--- src/rtl/core/fsd_pkg.sv ---
// Shared types, constants and helpers for the RGB Floyd-Steinberg dither.
// No dependencies; imported by fsd_ctrl, fsd_datapath and the top level.
package fsd_pkg;

  localparam int FSD_MAX_WIDTH = 4096;
  localparam int NUM_CH        = 3;
  localparam int CH_W          = 8;
  localparam int ERR_W         = 9;
  localparam int CFG_IDX_W     = 1;
  localparam int CFG_DATA_W    = 13;
  localparam int IMG_W_W       = 13;

  localparam logic [CFG_IDX_W-1:0] CFG_QUANT_STEPS = 1'd0;
  localparam logic [CFG_IDX_W-1:0] CFG_IMAGE_WIDTH = 1'd1;

  localparam logic [CH_W-1:0]    QUANT_STEPS_RST = 8'd1;
  localparam logic [IMG_W_W-1:0] IMAGE_WIDTH_RST = 13'd640;

  typedef logic [NUM_CH-1:0][CH_W-1:0]  rgb_pix_t;
  typedef logic [NUM_CH-1:0][ERR_W-1:0] rgb_err_t;

  typedef struct packed {
    logic accept;
    logic dif_a;
    logic dif_b;
    logic scale;
    logic div;
    logic mul;
    logic commit;
  } fsd_cmd_t;

  typedef struct packed {
    logic out_free;
  } fsd_status_t;

  // floor(255/s) per step count; entry 0 matches entry 1
  typedef logic [7:0] step_lut_t [256];

  function automatic step_lut_t build_step_lut();
    step_lut_t lut;
    int        cnt;
    for (int s = 0; s < 256; s++) begin
      cnt = 0;
      for (int k = 1; k < 256; k++) begin
        if (k * s <= 255) cnt++;
      end
      lut[s] = 8'(cnt);
    end
    return lut;
  endfunction

  localparam step_lut_t STEP_LUT = build_step_lut();

  // pix + k/16 * err, rounded half up, clamped to 0..255
  function automatic logic [7:0] diffuse(input logic [7:0] pix,
                                         input logic signed [8:0] err,
                                         input logic [2:0] k);
    logic signed [13:0] t;
    t = $signed({2'b00, pix, 4'b0000}) + 14'($signed({1'b0, k})) * 14'(err) + 14'sd8;
    if (t[13]) begin
      return 8'd0;
    end else if (t[12:4] > 9'd255) begin
      return 8'hFF;
    end else begin
      return t[11:4];
    end
  endfunction

endpackage

--- src/rtl/core/fsd_ctrl.sv ---
// Per-pixel sequencer for the dither: steps one pixel through the datapath.
// Depends on fsd_pkg (command and status structs).
module fsd_ctrl (
  input  logic                clk,
  input  logic                rst_n,
  input  logic                in_valid,
  output logic                in_stall,
  input  fsd_pkg::fsd_status_t status,
  output fsd_pkg::fsd_cmd_t    cmd
);
  import fsd_pkg::*;

  typedef enum logic [2:0] {
    S_IDLE,
    S_DIF_A,
    S_DIF_B,
    S_SCALE,
    S_DIV,
    S_MUL,
    S_DONE
  } state_t;

  state_t state_r, state_nxt;

  always_comb begin
    state_nxt = state_r;
    cmd       = '0;
    unique case (state_r)
      S_IDLE: begin
        if (in_valid) begin
          cmd.accept = 1'b1;
          state_nxt  = S_DIF_A;
        end
      end
      S_DIF_A: begin
        cmd.dif_a = 1'b1;
        state_nxt = S_DIF_B;
      end
      S_DIF_B: begin
        cmd.dif_b = 1'b1;
        state_nxt = S_SCALE;
      end
      S_SCALE: begin
        cmd.scale = 1'b1;
        state_nxt = S_DIV;
      end
      S_DIV: begin
        cmd.div   = 1'b1;
        state_nxt = S_MUL;
      end
      S_MUL: begin
        cmd.mul   = 1'b1;
        state_nxt = S_DONE;
      end
      S_DONE: begin
        // hold until the output register can take the beat
        if (status.out_free) begin
          cmd.commit = 1'b1;
          state_nxt  = S_IDLE;
        end
      end
      default: state_nxt = S_IDLE;
    endcase
  end

  always_ff @(posedge clk) begin
    if (!rst_n) begin
      state_r <= S_IDLE;
    end else begin
      state_r <= state_nxt;
    end
  end

  assign in_stall = (state_r != S_IDLE);

endmodule

--- config.mk ---
export PLATFORM = sky130hd
export DESIGN_NAME = fsd_ctrl
export DESIGN_NICKNAME = d
export VERILOG_FILES = /design/src/rtl/core/fsd_pkg.sv /design/src/rtl/core/fsd_ctrl.sv
export SDC_FILE = /design/constraint.sdc
export NUM_CORES = 1
export LEC_CHECK = 0
export ABC_AREA = 1
export BUFFER_PORTS_ARGS = -buffer_cell sky130_fd_sc_hd__buf_2
export CORE_AREA = 10 10 47 49
export DETAILED_ROUTE_END_ITERATION = 8
export DIE_AREA = 0 0 57 59
export HOLD_SLACK_MARGIN = 0.12
export SETUP_SLACK_MARGIN = 0.4
export SLEW_MARGIN = 30
export SYNTH_ARGS = -nofsm -noshare
export SYNTH_HDL_FRONTEND = slang
export SYNTH_SLANG_ARGS = --single-unit
--- constraint.sdc ---
create_clock -name clk -period 1.8 [get_ports clk]
set_clock_uncertainty 0.1 [all_clocks]
set_input_delay 0.09 -clock clk [delete_from_list [all_inputs] [get_ports clk]]
set_output_delay 0.09 -clock clk [all_outputs]
set_load 0.05 [all_outputs]
After elaboration in Yosys (flattened, before gate mapping)
Cells that the tools add are included.
{"block": "op_classes", "eq_ne": 8, "mux": 12, "reduce_logical": 3}
{"cell": "$pmux 3 s7", "n": 1}
{"cell": "$eq 3x3->1 const B", "n": 3}
{"cell": "$mux 1", "n": 9}
{"cell": "$eq 3x2->1 const B", "n": 2}
{"cell": "$mux 3", "n": 2}
{"cell": "$ne 2x2->1 const B", "n": 2}
{"cell": "$eq 3x1->1 const B", "n": 1}
{"cell": "$logic_not 3->1", "n": 1}
{"cell": "$reduce_bool 3->1", "n": 1}
{"cell": "$reduce_and 2->1", "n": 1}
{"block": "word_totals", "output_inout_bits": 8, "register_bits": 3, "elab_cells": 24}

Logic depth before layout (Yosys ltp)
{"block": "logic_depth", "word_depth": 3, "ltp_mapped": 5}

Worst setup path after synthesis
No wires, ideal clock.
{"block": "synth_timing", "path_kind": "flip-flop to output port", "start": "register state_r[2]", "end": "output cmd[6] (netlist bit)", "required_time_ns": 1.610, "stages_incl_launch_ff": 4, "t_arrival_ns": 1.724, "path_slack_ns": -0.114, "cell_sequence": "dfxtp_1 > inv_1 > nand3_1 > nor2_1"}
{"element": "start, declared", "line": "fsd_ctrl.sv:23", "text": "state_t state_r, state_nxt;"}
{"element": "start signal, assigned", "line": "fsd_ctrl.sv:70", "text": "state_r <= state_nxt;"}
{"element": "end, declared", "line": "fsd_ctrl.sv:9", "text": "output fsd_pkg::fsd_cmd_t cmd"}

==> summary.txt <==
Timing
  – Fin crit share: 73.51%
  – Setup violators final: 0
  – Max-slew violations: 0
  – Setup TNS Final: 0 ps
  – Maximum clock rate: 0.7557 GHz
  – Minimum clock period: 1323 ps
  – Worst rel slew slack: 83.10%
  – PnR worst setup slack: 476.8 ps
  – Worst slew pin tran: 255.3 ps
  – Unrepaired setup endpoints after global routing: false
  – Hold Vio Cnt, Final: 0

Drt
  – Wire per inst: 9.000 um
  – Total number of vias: 248
  – DRC Markers: 0
  – Drt first pass iters: 4
  – Number of DRC markers in iteration 0: 5
  – Via/cell ratio: 3.758
  – Final antenna-violating net count: 0
  – Post-Route WL: 594 um

Place
  – Cell count after placement: 59
  – Placement Setup Slack: 648.5 ps
  – Detail Placement HPWL: 513.5 um
  – Number of port buffers: 11
  – GPL Wtd Cong: 0.6857

Clock network
  – Clk Latency, worst-skew pair: 230 ps
  – CTS tree: done
  – CTS clk-pin slew, worst paths: 40 ps
  – Clock buffer depth: 2
  – Total number of H-tree levels: 1
  – Clock sink count: 3
  – CTS Buf Count: 3
  – CTS Root Cell: clkbuf_4

Setup path
  – CP Cell Sequence: dlygate4sd3_1 -> buf_2 -> inv_1 -> nor3_2 -> buf_6
  – Worst path slowest cell: dlygate4sd3_1
  – WP data arrival: 1130 ps
  – Delay of the slowest critical-path stage: 520 ps
  – Req. time, crit path: 1610 ps
  – Cell family with most CP delay: buffers and inverters
  – Crit start category: input port
  – Worst-path fanout max: 2
  – Setup crit end kind: primary output
  – Critical Setup Path Class: in -> out
  – Buf/Inv on CP: 4

Pwr
  – Switch Pwr: 135.4 uW
  – Seq pwr share: 26.1%
  – Clock Power Share: 34.5%
  – Pleak: 0.1924 nW
  – Peak supply drop: 0.2756 mV
  – Int Power: 197.7 uW
  – Pwr Density: 944.0 mW/mm^2
  – Switching Fraction: 40.65%
  – Total power: 333.1 uW
  – Logic pwr share: 39.5%

Final layout
  – Top flop regs: state_r (3)
  – Ant. Diodes: 0
  – Fill count: 164
  – Nets@finish: 55
  – Reg with most FFs: state_r
  – Non-filler cells, final: 66
  – Max reg flops: 3
  – Layout cells sized above 1: 44.00%
  – Layout area overhead: 84.31%

Yosys
  – Post-Synthesis Cells: 32
  – Post-Syn Area: 191.4 um^2
  – Synth area leaders: dfxtp_1, inv_1, nor2_1
  – Synth Net Count: 36
  – Seq/Total Area, Yosys: 31.37%
  – Synth top area share: 31.37%
  – Cell variety after synth: 11
  – Avg Inst Size Synth: 5.982 um^2
  – Yosys top cell by area: dfxtp_1
  – Syn. warnings: 0
  – Flops & latches, synth: 3

Floorplanning
  – I/O pin total: 12
  – Die Wd: 57 um
  – Die Y: 59 um
  – Initial Util: 13.66%
  – Row Count: 14
  – Core Box Area: 0.001401 mm^2
  – Die area: 0.003363 mm^2

Global routing
  – Total grt overflow: 0
  – Gr usage total: 4.273%
  – Largest net degree at the start of global routing: 8
  – First-pass GRT wire length: 1055 um
  – Initial antenna violation count: 0
  – Vias in the first global route: 254

Run status
  – Status: finished clean

Worst hold path
  – Min-Delay Path Class: reg -> reg

Run
  – Max Cap Violations: 0
==> power by group through the flow <==
stage          clock, mW  sequential, mW  combinational (mW)
2_1_floorplan          0          0.0839              0.0932
3_3_place_gp           0          0.0859               0.119
3_5_place_dp           0          0.0858               0.119
4_1_cts            0.123          0.0847               0.130
5_1_grt            0.129          0.0884               0.143
6_report           0.115          0.0868               0.131
==> final timing paths <==
| check | endpoint | startpoint | slack [ps] | cells past startpoint |
|---|---|---|---|---|
| max reg2reg | state_r[0] | state_r[0] | 790 | 4 |
| min | state_r[2] | state_r[2] | 430 | 2 |
| max | cmd[0] | status | 480 | 5 |
| min reg2reg | state_r[2] | state_r[2] | 430 | 2 |
==> synthesized netlist by cell type (all sizes together) <==
library cell	number
nor3	3
nand2	4
o21bai	1
nor2	8
dfxtp	3
inv	8
nand3	3
a21oi	1
nand4	1
==> metal layers <==
metal	GRT usage [%]	part of all wire (%)	up-vias
li1	-	-	133
met1	4.497	46	108
met4	4.027	0	0
met2	6.047	49	7
met3	2.146	4.9	0
met5	0	0	-
==> timing repair <==
action | in CTS | in global routing
setup endpoints to repair | 4 | 7
buffers inserted | 0 | 0
cloned | 0 | 0
gates resized for setup | 4 | 7
hold buffers | 3 | 0
endpoints found under the hold margin | 3 | 0
==> worst reg2reg max path, cell delays in order, from the launching register on <==
cell,delay [ps]
dfxtp_2,340
inv_1,110
nand3_1,140
o21bai_1,160
inv_1,50
==> cell families (layout without fill, tap and decap cells) <==
group / Yosys count / count (layout) / share of synthesized area, %
simple gates: 19 / 19 / 46.41
buf+inv: 8 / 26 / 15.69
flops: 3 / 3 / 31.37
compound gates: 2 / 2 / 6.535
==> stage by stage <==
step / hold slack (ps) / area (um^2) / util (%)
3_5_place_dp: 234.7 / 274.0 / 19.55
6_report: 431.2 / 352.8 / 25.18
4_1_cts: 463.3 / 340.3 / 24.29
5_1_grt: 481.4 / 352.8 / 25.18
3_3_place_gp: 229.9 / 274.0 / 19.55
2_1_floorplan: 111.4 / 198.9 / -
==> area by class of cell <==
| cell class | count | area (um^2) | share of cell area (%) |
|---|---|---|---|
| tap | 16 | 20.02 | 5.674 |
| clock buffer | 4 | 26.28 | 7.447 |
| multi-input combinational | 21 | 108.9 | 30.85 |
| inverter | 8 | 30.03 | 8.511 |
| sequential | 3 | 63.81 | 18.09 |
| timing repair buffer | 14 | 103.9 | 29.43 |
==> cells in the final DEF (no fill, tap or decap) <==
master / instances
nor2_1: 6
inv_2: 1
nand3_1: 3
buf_4: 3
nor3_2: 2
nor2_2: 2
nand2_1: 4
dlygate4sd3_1: 3
o21bai_1: 1
clkbuf_4: 5
nand4_1: 1
a21oi_1: 1
clkbuf_1: 1
buf_2: 5
dfxtp_2: 3
nor3_1: 1
inv_1: 7
buf_6: 1
Note: power is estimated with default switching activity, not from simulation.
